===== src/rtl/mmsr_pkg.sv =====
// Shared constants, FSM types and modular add helper for the modular square root core.
// No dependencies.
`default_nettype none

package mmsr_pkg;

    localparam int WIDTH = 64;              // value bits used, sign bit at WIDTH-1
    localparam int XW    = 63;              // modulus and residue width
    localparam int ZW    = 13;              // non-residue candidate width
    localparam int CW    = 6;               // two-adic order / bit counters
    localparam logic [ZW-1:0] NR_LIMIT = ZW'(4096);

    typedef enum logic [4:0] {
        S_IDLE, S_RED, S_ACHK, S_POW, S_POW_MA, S_POW_MB, S_POWRET,
        S_FACTOR, S_ZTRY, S_TLOOP, S_SQ, S_SQCHK, S_BCHK, S_BSQ,
        S_MR, S_MC, S_MT, S_FIN, S_OUT
    } t_state;

    // what to do when an exponentiation finishes
    typedef enum logic [2:0] {
        P_EULER, P_ROOT3, P_ZCHK, P_C, P_R, P_T
    } t_pret;

    function automatic logic [XW-1:0] add_mod(input logic [XW-1:0] x,
                                              input logic [XW-1:0] y,
                                              input logic [XW-1:0] p);
        logic [XW:0] s;
        s = {1'b0, x} + {1'b0, y};
        return (s >= {1'b0, p}) ? XW'(s - {1'b0, p}) : XW'(s);
    endfunction

endpackage

`default_nettype wire


===== src/rtl/mmsr_mul.sv =====
// Bit-serial modular multiplier: double-and-add, one multiplier bit per cycle.
// Depends on mmsr_pkg.
`default_nettype none

module mmsr_mul import mmsr_pkg::*; (
    input  wire logic          i_clk,
    input  wire logic          i_rst_n,
    input  wire logic          i_start,
    input  wire logic [XW-1:0] i_x,
    input  wire logic [XW-1:0] i_y,
    input  wire logic [XW-1:0] i_p,
    output logic               o_done,
    output logic [XW-1:0]      o_prod
);

    logic          r_busy, r_done;
    logic [CW-1:0] r_cnt;
    logic [XW-1:0] r_x, r_y, r_p, r_acc;
    logic [XW-1:0] n_dbl, n_acc;

    always_comb begin
        n_dbl = add_mod(r_acc, r_acc, r_p);
        n_acc = r_y[XW-1] ? add_mod(n_dbl, r_x, r_p) : n_dbl;
    end

    always_ff @(posedge i_clk) begin
        if (!i_rst_n) begin
            r_busy <= 1'b0;
            r_done <= 1'b0;
            r_cnt  <= '0;
        end else begin
            r_done <= 1'b0;
            if (i_start) begin
                r_busy <= 1'b1;
                r_cnt  <= CW'(XW - 1);
            end else if (r_busy) begin
                r_cnt <= r_cnt - 1'b1;
                if (r_cnt == '0) begin
                    r_busy <= 1'b0;
                    r_done <= 1'b1;
                end
            end
        end
    end

    always_ff @(posedge i_clk) begin
        if (i_start) begin
            r_x   <= i_x;
            r_y   <= i_y;
            r_p   <= i_p;
            r_acc <= '0;
        end else if (r_busy) begin
            r_acc <= n_acc;
            r_y   <= {r_y[XW-2:0], 1'b0};
        end
    end

    assign o_done = r_done;
    assign o_prod = r_acc;

endmodule

`default_nettype wire


===== src/rtl/mmsr_red.sv =====
// Bit-serial restoring remainder: 64-bit magnitude modulo a 63-bit modulus.
// Depends on mmsr_pkg.
`default_nettype none

module mmsr_red import mmsr_pkg::*; (
    input  wire logic          i_clk,
    input  wire logic          i_rst_n,
    input  wire logic          i_start,
    input  wire logic [63:0]   i_mag,
    input  wire logic [XW-1:0] i_p,
    output logic               o_done,
    output logic [XW-1:0]      o_rem
);

    logic          r_busy, r_done;
    logic [CW-1:0] r_cnt;
    logic [63:0]   r_mag;
    logic [XW-1:0] r_p, r_rem;
    logic [XW:0]   n_sh;
    logic [XW-1:0] n_rem;

    always_comb begin
        n_sh  = {r_rem, r_mag[63]};
        n_rem = (n_sh >= {1'b0, r_p}) ? XW'(n_sh - {1'b0, r_p}) : XW'(n_sh);
    end

    always_ff @(posedge i_clk) begin
        if (!i_rst_n) begin
            r_busy <= 1'b0;
            r_done <= 1'b0;
            r_cnt  <= '0;
        end else begin
            r_done <= 1'b0;
            if (i_start) begin
                r_busy <= 1'b1;
                r_cnt  <= CW'(63);
            end else if (r_busy) begin
                r_cnt <= r_cnt - 1'b1;
                if (r_cnt == '0) begin
                    r_busy <= 1'b0;
                    r_done <= 1'b1;
                end
            end
        end
    end

    always_ff @(posedge i_clk) begin
        if (i_start) begin
            r_mag <= i_mag;
            r_p   <= i_p;
            r_rem <= '0;
        end else if (r_busy) begin
            r_rem <= n_rem;
            r_mag <= {r_mag[62:0], 1'b0};
        end
    end

    assign o_done = r_done;
    assign o_rem  = r_rem;

endmodule

`default_nettype wire


===== src/rtl/modular_square_root_prime_core.sv =====
// Modular square root modulo a prime (Tonelli-Shanks), one request at a time.
// The value is first reduced modulo the prime, then each exponentiation runs on the shared
// bit-serial multiplier; p mod 4 == 3 needs the Euler check and a direct root exponentiation,
// other primes add one exponentiation per non-residue candidate and the refinement loop.
// Requests are handled one at a time; a new request is taken while a result waits.
// Reset: synchronous active-low i_rst_n clears the sequencer and the output valid.
`default_nettype none

module modular_square_root_prime_core import mmsr_pkg::*; (
    input  wire logic         i_clk,
    input  wire logic         i_rst_n,
    input  wire logic         i_s_axis_tvalid,
    output logic              o_s_axis_tready,
    input  wire logic [127:0] i_s_axis_tdata,   // [63:0] value, [126:64] prime_modulus
    output logic              o_m_axis_tvalid,
    input  wire logic         i_m_axis_tready,
    output logic [63:0]       o_m_axis_tdata,   // [62:0] root
    output logic              o_m_axis_tuser    // [0] has_root
);

    t_state r_state, n_state;
    t_pret  r_pret, n_pret;

    logic [XW-1:0] r_p, r_a, r_q, r_c, r_r, r_t, r_tt, r_b, r_pb, r_pe, r_pacc, r_root;
    logic [XW-1:0] n_p, n_a, n_q, n_c, n_r, n_t, n_tt, n_b, n_pb, n_pe, n_pacc, n_root;
    logic [CW-1:0] r_s, r_m, r_i, r_j, n_s, n_m, n_i, n_j;
    logic [ZW-1:0] r_z, r_lim, n_z, n_lim;
    logic          r_neg, n_neg, r_has, n_has;
    logic          r_ovalid, r_ohas;
    logic [XW-1:0] r_oroot;

    logic          acc_in, out_load;
    logic          red_done, mul_done, mul_start;
    logic [XW-1:0] red_rem, mul_prod, mul_x, mul_y;
    logic [XW-1:0] in_p, p_m1, p_mr;
    logic signed [WIDTH-1:0] in_vw;
    logic [63:0]   in_v, in_mag;
    logic          sq_more, sq_fail, b_more, z_out;

    assign acc_in   = i_s_axis_tvalid && o_s_axis_tready;
    assign out_load = (r_state == S_OUT) && (!r_ovalid || i_m_axis_tready);
    assign in_p     = i_s_axis_tdata[126:64];
    assign in_vw    = i_s_axis_tdata[WIDTH-1:0];
    assign in_v     = 64'(in_vw);
    assign in_mag   = in_v[63] ? (~in_v + 64'd1) : in_v;
    assign p_m1     = r_p - 1'b1;
    assign p_mr     = r_p - r_r;
    assign sq_more  = (r_i < r_m) && (r_tt != XW'(1));
    assign sq_fail  = (r_tt != XW'(1)) || (r_i >= r_m);
    assign b_more   = ({1'b0, r_j} + {1'b0, r_i} + 7'd1) < {1'b0, r_m};
    assign z_out    = r_z >= (r_lim + ZW'(2));

    mmsr_red u_red (
        .i_clk   (i_clk),
        .i_rst_n (i_rst_n),
        .i_start (acc_in && (in_p != '0)),
        .i_mag   (in_mag),
        .i_p     (in_p),
        .o_done  (red_done),
        .o_rem   (red_rem)
    );

    mmsr_mul u_mul (
        .i_clk   (i_clk),
        .i_rst_n (i_rst_n),
        .i_start (mul_start),
        .i_x     (mul_x),
        .i_y     (mul_y),
        .i_p     (r_p),
        .o_done  (mul_done),
        .o_prod  (mul_prod)
    );

    // next state
    always_comb begin
        n_state = r_state;
        case (r_state)
            S_IDLE:   if (acc_in) n_state = (in_p == '0) ? S_OUT : S_RED;
            S_RED:    if (red_done) n_state = S_ACHK;
            S_ACHK:   n_state = ((r_a == '0) || (r_p <= XW'(2))) ? S_OUT : S_POW;
            S_POW: begin
                if (r_pe == '0)      n_state = S_POWRET;
                else if (r_pe[0])    n_state = S_POW_MA;
                else                 n_state = S_POW_MB;
            end
            S_POW_MA: if (mul_done) n_state = S_POW_MB;
            S_POW_MB: if (mul_done) n_state = S_POW;
            S_POWRET: begin
                case (r_pret)
                    P_EULER: begin
                        if (r_pacc != XW'(1))    n_state = S_OUT;
                        else if (r_p[1:0] == 2'd3) n_state = S_POW;
                        else                     n_state = S_FACTOR;
                    end
                    P_ROOT3: n_state = S_FIN;
                    P_ZCHK:  n_state = (r_pacc == p_m1) ? S_POW : S_ZTRY;
                    P_C:     n_state = S_POW;
                    P_R:     n_state = S_POW;
                    P_T:     n_state = S_TLOOP;
                    default: n_state = S_IDLE;
                endcase
            end
            S_FACTOR: if (!((r_q != '0) && !r_q[0])) n_state = S_ZTRY;
            S_ZTRY:   n_state = z_out ? S_OUT : S_POW;
            S_TLOOP:  n_state = (r_t == XW'(1)) ? S_FIN : S_SQ;
            S_SQ:     if (mul_done) n_state = S_SQCHK;
            S_SQCHK: begin
                if (sq_more)      n_state = S_SQ;
                else if (sq_fail) n_state = S_OUT;
                else              n_state = S_BCHK;
            end
            S_BCHK:   n_state = b_more ? S_BSQ : S_MR;
            S_BSQ:    if (mul_done) n_state = S_BCHK;
            S_MR:     if (mul_done) n_state = S_MC;
            S_MC:     if (mul_done) n_state = S_MT;
            S_MT:     if (mul_done) n_state = S_TLOOP;
            S_FIN:    n_state = S_OUT;
            S_OUT:    if (out_load) n_state = S_IDLE;
            default:  n_state = S_IDLE;
        endcase
    end

    // datapath and multiplier control
    always_comb begin
        n_pret = r_pret; n_p = r_p; n_a = r_a; n_q = r_q; n_c = r_c; n_r = r_r;
        n_t = r_t; n_tt = r_tt; n_b = r_b; n_pb = r_pb; n_pe = r_pe; n_pacc = r_pacc;
        n_root = r_root; n_s = r_s; n_m = r_m; n_i = r_i; n_j = r_j; n_z = r_z;
        n_lim = r_lim; n_neg = r_neg; n_has = r_has;
        mul_start = 1'b0; mul_x = r_pb; mul_y = r_pb;
        case (r_state)
            S_IDLE: begin
                if (acc_in) begin
                    n_p = in_p; n_neg = in_v[63];
                    n_has = 1'b0; n_root = '0;
                end
            end
            S_RED: begin
                if (red_done)
                    n_a = (r_neg && (red_rem != '0)) ? r_p - red_rem : red_rem;
            end
            S_ACHK: begin
                if ((r_a == '0) || (r_p <= XW'(2))) begin
                    n_has = 1'b1; n_root = r_a;
                end else begin
                    n_pb = r_a; n_pe = p_m1 >> 1; n_pacc = XW'(1); n_pret = P_EULER;
                end
            end
            S_POW: begin
                if (r_pe != '0) begin
                    mul_start = 1'b1;
                    mul_x = r_pe[0] ? r_pacc : r_pb;
                end
            end
            S_POW_MA: begin
                if (mul_done) begin
                    n_pacc = mul_prod; mul_start = 1'b1;
                end
            end
            S_POW_MB: begin
                if (mul_done) begin
                    n_pb = mul_prod; n_pe = r_pe >> 1;
                end
            end
            S_POWRET: begin
                case (r_pret)
                    P_EULER: begin
                        if (r_pacc != XW'(1)) begin
                            n_has = 1'b0; n_root = '0;
                        end else if (r_p[1:0] == 2'd3) begin
                            n_pb = r_a; n_pe = XW'(({1'b0, r_p} + 64'd1) >> 2);
                            n_pacc = XW'(1); n_pret = P_ROOT3;
                        end else begin
                            n_q = p_m1; n_s = '0;
                        end
                    end
                    P_ROOT3: n_r = r_pacc;
                    P_ZCHK: begin
                        if (r_pacc == p_m1) begin
                            n_pb = XW'(r_z); n_pe = r_q; n_pacc = XW'(1); n_pret = P_C;
                        end else begin
                            n_z = r_z + 1'b1;
                        end
                    end
                    P_C: begin
                        n_c = r_pacc; n_pb = r_a; n_pe = XW'(({1'b0, r_q} + 64'd1) >> 1);
                        n_pacc = XW'(1); n_pret = P_R;
                    end
                    P_R: begin
                        n_r = r_pacc; n_pb = r_a; n_pe = r_q; n_pacc = XW'(1); n_pret = P_T;
                    end
                    P_T: begin
                        n_t = r_pacc; n_m = r_s;
                    end
                    default: ;
                endcase
            end
            S_FACTOR: begin
                if ((r_q != '0) && !r_q[0]) begin
                    n_q = r_q >> 1; n_s = r_s + 1'b1;
                end else begin
                    n_z = ZW'(2);
                    n_lim = ((r_p - XW'(2)) < XW'(NR_LIMIT)) ? ZW'(r_p - XW'(2)) : NR_LIMIT;
                end
            end
            S_ZTRY: begin
                if (z_out) begin
                    n_has = 1'b0; n_root = '0;
                end else begin
                    n_pb = XW'(r_z); n_pe = p_m1 >> 1; n_pacc = XW'(1); n_pret = P_ZCHK;
                end
            end
            S_TLOOP: begin
                if (r_t != XW'(1)) begin
                    n_i = CW'(1); mul_start = 1'b1; mul_x = r_t; mul_y = r_t;
                end
            end
            S_SQ: if (mul_done) n_tt = mul_prod;
            S_SQCHK: begin
                if (sq_more) begin
                    n_i = r_i + 1'b1; mul_start = 1'b1; mul_x = r_tt; mul_y = r_tt;
                end else if (sq_fail) begin
                    n_has = 1'b0; n_root = '0;
                end else begin
                    n_b = r_c; n_j = '0;
                end
            end
            S_BCHK: begin
                mul_start = 1'b1;
                if (b_more) begin
                    mul_x = r_b; mul_y = r_b;
                end else begin
                    mul_x = r_r; mul_y = r_b;
                end
            end
            S_BSQ: begin
                if (mul_done) begin
                    n_b = mul_prod; n_j = r_j + 1'b1;
                end
            end
            S_MR: begin
                if (mul_done) begin
                    n_r = mul_prod; mul_start = 1'b1; mul_x = r_b; mul_y = r_b;
                end
            end
            S_MC: begin
                if (mul_done) begin
                    n_c = mul_prod; mul_start = 1'b1; mul_x = r_t; mul_y = mul_prod;
                end
            end
            S_MT: begin
                if (mul_done) begin
                    n_t = mul_prod; n_m = r_i;
                end
            end
            S_FIN: begin
                n_has = 1'b1;
                n_root = (r_r < p_mr) ? r_r : p_mr;
            end
            default: ;
        endcase
    end

    always_ff @(posedge i_clk) begin
        if (!i_rst_n) begin
            r_state  <= S_IDLE;
            r_ovalid <= 1'b0;
        end else begin
            r_state <= n_state;
            if (out_load)             r_ovalid <= 1'b1;
            else if (i_m_axis_tready) r_ovalid <= 1'b0;
        end
    end

    always_ff @(posedge i_clk) begin
        r_pret <= n_pret; r_p <= n_p; r_a <= n_a; r_q <= n_q; r_c <= n_c; r_r <= n_r;
        r_t <= n_t; r_tt <= n_tt; r_b <= n_b; r_pb <= n_pb; r_pe <= n_pe;
        r_pacc <= n_pacc; r_root <= n_root; r_s <= n_s; r_m <= n_m; r_i <= n_i;
        r_j <= n_j; r_z <= n_z; r_lim <= n_lim; r_neg <= n_neg; r_has <= n_has;
        if (out_load) begin
            r_ohas  <= r_has;
            r_oroot <= r_root;
        end
    end

    assign o_s_axis_tready = (r_state == S_IDLE);
    assign o_m_axis_tvalid = r_ovalid;
    assign o_m_axis_tdata  = {1'b0, r_oroot};
    assign o_m_axis_tuser  = r_ohas;

endmodule

`default_nettype wire


===== config.mk =====
export PLATFORM = sky130hd
export DESIGN_NAME = modular_square_root_prime_core
export DESIGN_NICKNAME = d
export VERILOG_FILES = /design/src/rtl/mmsr_pkg.sv /design/src/rtl/mmsr_mul.sv /design/src/rtl/mmsr_red.sv /design/src/rtl/modular_square_root_prime_core.sv
export SDC_FILE = /design/constraint.sdc
export NUM_CORES = 2
export LEC_CHECK = 0
export BUFFER_PORTS_ARGS = -buffer_cell sky130_fd_sc_hd__buf_2
export CAP_MARGIN = 10
export CORE_MARGIN = 3
export CORE_UTILIZATION = 30
export CTS_CLUSTER_SIZE = 16
export DETAILED_ROUTE_END_ITERATION = 6
export SYNTH_ARGS = -nofsm -noshare
export SYNTH_HDL_FRONTEND = slang
export SYNTH_SLANG_ARGS = --single-unit

===== constraint.sdc =====
create_clock -name i_clk -period 10.34 [get_ports i_clk]
set_input_delay 3.102 -clock i_clk [delete_from_list [all_inputs] [get_ports i_clk]]
set_output_delay 3.102 -clock i_clk [all_outputs]
set_load 0.02 [all_outputs]

Word-level counts from Yosys, hierarchy flattened --
Index checks and enable logic that the tools add are counted.
Storage, ports and cells: register bits after elaboration 1339, input port bits 132, word-level logic and storage cells 341
Cells by class: add/subtract/negate cells 21, order comparisons 10, eq/ne operators 64, multiplexer cells 144, bitwise operators 5, reductions and logical operators 58
Operator list (number):
- $mux W63 | 49
- $pmux W63 S4 | 4
- $pmux W63 S6 | 2
- $pmux W63 S2 | 5
- $pmux W63 S3 | 2
- $pmux W63 S5 | 1
- $sub A63 B63 Y63 | 5
- $reduce_bool A63 Y1 | 4
- $ge A64 B63 Y1 | 3
- $mux W64 | 3
- $logic_not A63 Y1 | 3
- $ne A63 B1 Y1 const B | 3
- $add A63 B1 Y64 const B | 2
- $add A63 B63 Y64 | 2
- $pmux W5 S19 | 1
- $mux W5 | 18
- $mux W6 | 15
- $add A64 B1 Y64 const B | 1
- $not A64 Y64 | 1
- $eq A63 B1 Y1 const B | 1
- $eq A63 B63 Y1 | 1
- $le A63 B2 Y1 const B | 1
- $lt A63 B13 Y1 const B | 1
- $lt A63 B63 Y1 | 1
- other kinds (58) | 173

Longest topological paths before layout --
word-level depth 7, mapped depth 42, mapped depth without buffers 36

Hierarchy --
Synthesis repeated with hierarchy kept, for this count alone.
Second synthesis, totals: cells, all modules 10675, area, all modules 96149.7 um^2
Modules (own cells, without submodules):
- modular_square_root_prime_core | times used 1, cells an instance 6874, area an instance 61878.1 um^2, seq. area each 26395.3 um^2
- mmsr_mul | times used 1, cells an instance 2580, area an instance 22370.2 um^2, seq. area each 7096.8 um^2
- mmsr_red | times used 1, cells an instance 1221, area an instance 11901.4 um^2, seq. area each 5235.0 um^2

Worst setup path before layout --
Ideal clock, no wire load.
path type reg2reg, from reg r_p[2], to reg r_pb[0] (enable), setup time 0.639 ns, data arrival time 9.682 ns, data required time 9.701 ns, slack 0.019 ns, cell stages (with the launch flop) 15, clock period less this slack 10.321 ns, cell sequence edfxtp_1 -> clkbuf_1 -> inv_1 -> ha_1 -> nand2_1 -> nand4_1 -> or3_1 -> nor3b_2 -> xnor2_1 -> o2bb2ai_1 -> or4_1 -> or4_1 -> o41ai_1 -> a221oi_1 -> nor4_1
On the way: cells in the longest elaborated chain, start to end 4, elaborated cells on any way between the ends 7, classes of those cells 1 x add/sub; 1 x order compare; 3 x eq/ne; 2 x reduce/logical
Ends and longest elaborated chain:
- from (decl) | RTL line modular_square_root_prime_core.sv:24 | logic [XW-1:0] r_p, r_a, r_q, r_c, r_r, r_t, r_tt, r_b, r_pb, r_pe, r_pacc, r_root;
- from (signal assigned) | RTL line modular_square_root_prime_core.sv:275 | r_pret <= n_pret; r_p <= n_p; r_a <= n_a; r_q <= n_q; r_c <= n_c; r_r <= n_r;
- $sub A63 B1 Y63 / $le A63 B2 Y1 (equally long branches) | RTL line modular_square_root_prime_core.sv:46, modular_square_root_prime_core.sv:142
- $eq A63 B63 Y1 / $logic_or A1 B1 Y1 (equally long branches) | RTL line modular_square_root_prime_core.sv:178, modular_square_root_prime_core.sv:142
- $ne A3 B3 Y1 (no source line) / $ne A2 B2 Y1 (equally long branches)
- $reduce_and A7 Y1 (no source line) (*)
- to (signal assigned) | RTL line modular_square_root_prime_core.sv:276 | r_t <= n_t; r_tt <= n_tt; r_b <= n_b; r_pb <= n_pb; r_pe <= n_pe;
- to (decl) | RTL line modular_square_root_prime_core.sv:24
Every way passes the cells marked *; elsewhere a longest branch is shown, timed or not. A chain may end at the register's enable or synchronous reset.

Worst setup path after layout --
from reg u_mul.r_p[21], to reg u_mul.r_acc[59] (netlist: u_mul.o_prod[59])
On the way: cells in the longest elaborated chain, start to end 6, elaborated cells on any way between the ends 8, classes of those cells 3 x add/sub; 2 x order compare; 3 x mux
Ends and longest elaborated chain:
- from (decl) | RTL line mmsr_mul.sv:18 | logic [XW-1:0] r_x, r_y, r_p, r_acc;
- from (signal assigned) | RTL line mmsr_mul.sv:50 | r_p <= i_p;
- $sub A63 B63 Y63 / $ge A64 B63 Y1 (equally long branches) | RTL line mmsr_pkg.sv:29 | return (s >= {1'b0, p}) ? XW'(s - {1'b0, p}) : XW'(s);
- $mux W63 | RTL line mmsr_pkg.sv:29
- $add A63 B63 Y64 | RTL line mmsr_pkg.sv:28 | s = {1'b0, x} + {1'b0, y};
- $sub A63 B63 Y63 / $ge A64 B63 Y1 (equally long branches) | RTL line mmsr_pkg.sv:29
- $mux W63 | RTL line mmsr_pkg.sv:29
- $mux W63 (*) | RTL line mmsr_mul.sv:23 | n_acc = r_y[XW-1] ? add_mod(n_dbl, r_x, r_p) : n_dbl;
- to (signal assigned) | RTL line mmsr_mul.sv:53 | r_acc <= n_acc;
- to (decl) | RTL line mmsr_mul.sv:18
Marks and branches as above.

==> load_flow_metrics.sql <==
INSERT INTO impl_metrics (metric_group, metric, value, unit) VALUES
('logic_synthesis', 'postSynth.asyncResetShare', '0', '%'),
('setup_path', 'start_kind', 'flip-flop', ''),
('placed_design', 'dpl_worst_slack', '0.282', 'ns'),
('setup_path', 'cp_max_fo', '11', ''),
('setup_path', 'cpMostUsedCell', 'sky130_fd_sc_hd__buf_4', ''),
('routing', 'drt_drc_violations_left', '3', ''),
('power', 'seq_power_share', '23.6', '%'),
('clock_network', 'numCtsBuffers', '156', ''),
('logic_synthesis', 'synth_top_family_by_area', 'compound AO/OA/AOI/OAI gates', ''),
('logic_synthesis', 'synth_top_area_cell', 'sky130_fd_sc_hd__edfxtp_1', ''),
('logic_synthesis', 'synth_seq_area_share', '40.8', '%'),
('outcome', 'result_of_the_run', 'finished, violations left', ''),
('setup_path', 'worstPathRequired', '11.05', 'ns'),
('routing', 'total_number_of_vias', '86941', ''),
('timing', 'fmaxAchievable', '103', 'MHz'),
('setup_path', 'critical_path_class', 'reg2reg', ''),
('die', 'die-area', '323000', 'um2'),
('setup_path', 'crit_path_end_kind', 'flip-flop', ''),
('routing', 'route.detailed.wl_per_inst', '27.3', 'um'),
('logic_synthesis', 'synth_edf_count', '1191', ''),
('setup_path', 'critical-path-slowest-cell', 'sky130_fd_sc_hd__a2111o_1', ''),
('outcome', 'failing_checks', 'design-rule violations', ''),
('setup_path', 'critical_path.max_stage_delay', '0.50', 'ns'),
('flow_run', 'max-cap-violations', '0', ''),
('finish', 'max_reg_flops', '64', ''),
('timing', 'layout_setup_ws', '0.653', 'ns'),
('logic_synthesis', 'synth_fp_nets', '11023', ''),
('logic_synthesis', 'yosysWarningCount', '0', ''),
('logic_synthesis', 'synth_fa_ha_area_share', '6.57', '%'),
('timing', 'worst_slew_pin_slew', '1.40', 'ns'),
('power', 'post-layout-total-power', '38.0', 'mW'),
('power', 'leakage', '40.3', 'nW'),
('global_route', 'gr-total-overflow', '0', ''),
('logic_synthesis', 'synth_seq_cells', '1339', ''),
('placed_design', 'placedCellCount', '14565', ''),
('routing', 'postRouteAntennaNets', '0', ''),
('global_route', 'first_global_vias', '80953', ''),
('logic_synthesis', 'synthesis.area', '94900', 'um2'),
('logic_synthesis', 'synth-xor-area-share', '6.15', '%'),
('finish', 'largest_register', 'u_red.r_mag', ''),
('timing', 'count_of_endpoints_failing_setup_in_the_final_report', '0', ''),
('finish', 'layout-area-overhead-vs-synth', '13.8', '%'),
('power', 'power.internal', '20.1', 'mW'),
('die', 'die_height', '568', 'um'),
('clock_network', 'tritoncts', 'built', ''),
('power', 'net_switching_component_of_the_power', '17.9', 'mW'),
('die', 'placeableCoreArea', '313000', 'um2'),
('power', 'swShare', '47.1', '%'),
('die', 'initial_core_util', '30.3', '%'),
('routing', 'drt_first_pass_iters', '7', ''),
('timing', 'skew', '0.0458', 'ns'),
('min_path', 'worst_hold_path_type', 'reg2reg', ''),
('logic_synthesis', 'synth_flop_cell', 'sky130_fd_sc_hd__edfxtp_1', ''),
('die', 'dieWidth', '568', 'um'),
('clock_network', 'cts.htree.levels', '4', ''),
('power', 'pwr-share-clk', '15.2', '%'),
('setup_path', 'arrival', '10.40', 'ns'),
('power', 'power_per_cell_area', '352', 'nW/um2'),
('timing', 'finalHoldViolations', '0', ''),
('clock_network', 'clk_pin_slew', '0.06', 'ns'),
('timing', 'timing_max_transition_violations_final', '0', ''),
('clock_network', 'post_cts_resize_count', '0', ''),
('routing', 'wirelength', '405000', 'um'),
('placed_design', 'routabilityCongestion', '1.01', ''),
('logic_synthesis', 'post_synth_main_area_contributors', 'sky130_fd_sc_hd__edfxtp_1 38%, sky130_fd_sc_hd__ha_1 6.4%, sky130_fd_sc_hd__a21oi_1 4.7%', ''),
('timing', 'slew_headroom', '5.56', '%'),
('die', 'floorplan.rows', '205', ''),
('timing', 'min_period', '9.69', 'ns'),
('routing', 'detailedRoute.firstIterationViolations', '11483', ''),
('logic_synthesis', 'synth.distinct_cells', '102', ''),
('finish', 'finalCoreUtilization', '34.4', '%');
==> worst max-delay path: cells and delay by family, from the launching register on <==
family          cells  cell delay (ns)
compound gates     20             4.65
xor+xnor            2             0.31
fa+ha+maj           4             1.31
buf+inv            10             1.58
flops               1             0.32
mux                 1             0.29
simple gates        6             1.09
==> final cells by class <==
| type | instances | area (um2) |
|---|---|---|
| clock inverters | 104 | 1230 |
| flip-flops and latches | 1339 | 38700 |
| multi-input cells | 7941 | 52300 |
| repair buffers | 695 | 4800 |
| inverters | 453 | 1710 |
| clock buffers | 182 | 4030 |
| well taps | 4140 | 5180 |
| fillers | 32213 | 205000 |
| diodes | 8 | 20.0 |
==> per-stage QoR <==
stage | area [um2] | hold WS [ns]
after global routing | 108000 | 0.419
after CTS | 108000 | 0.411
after global placement | 103000 | 0.403
final | 108000 | 0.406
after detailed placement | 103000 | 0.405
after floorplan | 94900 | 0.400
==> layer usage <==
layer  part of all wire, %  wire (um)  global-route usage (%)
met1                    41     167000                    32.7
met2                    42     169000                    35.2
met3                    12      47800                    6.34
met4                   5.2      21100                    11.1
met5                 0.010         41                       0
==> cells in the final DEF (no fill, tap or decap), types with 85 or more instances in the layout <==
cell type,count
sky130_fd_sc_hd__a21o_1,220
sky130_fd_sc_hd__buf_2,197
sky130_fd_sc_hd__o21ai_0,704
sky130_fd_sc_hd__nor4_1,174
sky130_fd_sc_hd__edfxtp_1,1191
sky130_fd_sc_hd__a21oi_1,882
sky130_fd_sc_hd__xor2_1,323
sky130_fd_sc_hd__mux2i_1,102
sky130_fd_sc_hd__nand2_1,1105
sky130_fd_sc_hd__nand3_1,211
sky130_fd_sc_hd__nor3_1,155
sky130_fd_sc_hd__nand4_1,179
sky130_fd_sc_hd__a221o_1,85
sky130_fd_sc_hd__o22ai_1,123
sky130_fd_sc_hd__a211oi_1,214
sky130_fd_sc_hd__buf_4,490
sky130_fd_sc_hd__and3_1,137
sky130_fd_sc_hd__nor2b_1,169
sky130_fd_sc_hd__mux2_2,214
sky130_fd_sc_hd__ha_1,485
sky130_fd_sc_hd__clkbuf_16,156
sky130_fd_sc_hd__xnor2_1,333
sky130_fd_sc_hd__dfxtp_1,146
sky130_fd_sc_hd__nor2_1,811
sky130_fd_sc_hd__inv_1,449
==> power groups by stage <==
stage	Sequential, mW	Combinational (mW)	Clock [mW]
2_1_floorplan	8.64	14.5	0
3_3_place_gp	8.98	22.7	0
3_5_place_dp	8.99	22.7	0
4_1_cts	8.90	22.8	5.86
5_1_grt	9.04	25.2	6.06
6_report	8.97	23.3	5.79
==> worst paths after layout <==
kind                      start                to  slack (ns)  cells past startpoint
setup reg to reg  u_mul.r_p[21]  u_mul.o_prod[59]        0.65                     43
hold / removal            r_has    o_m_axis_tuser        0.41                      0
setup / recovery  u_mul.r_p[21]  u_mul.o_prod[59]        0.65                     43
hold reg to reg           r_has    o_m_axis_tuser        0.41                      0
==> cells by family after synthesis <==
group           after synthesis
simple gates               3304
compound gates             3166
flops                      1339
buf+inv                    1117
xor+xnor                    660
fa+ha+maj                   494
mux                         316
other cells                   1
Power figures use the tool's default switching activity.
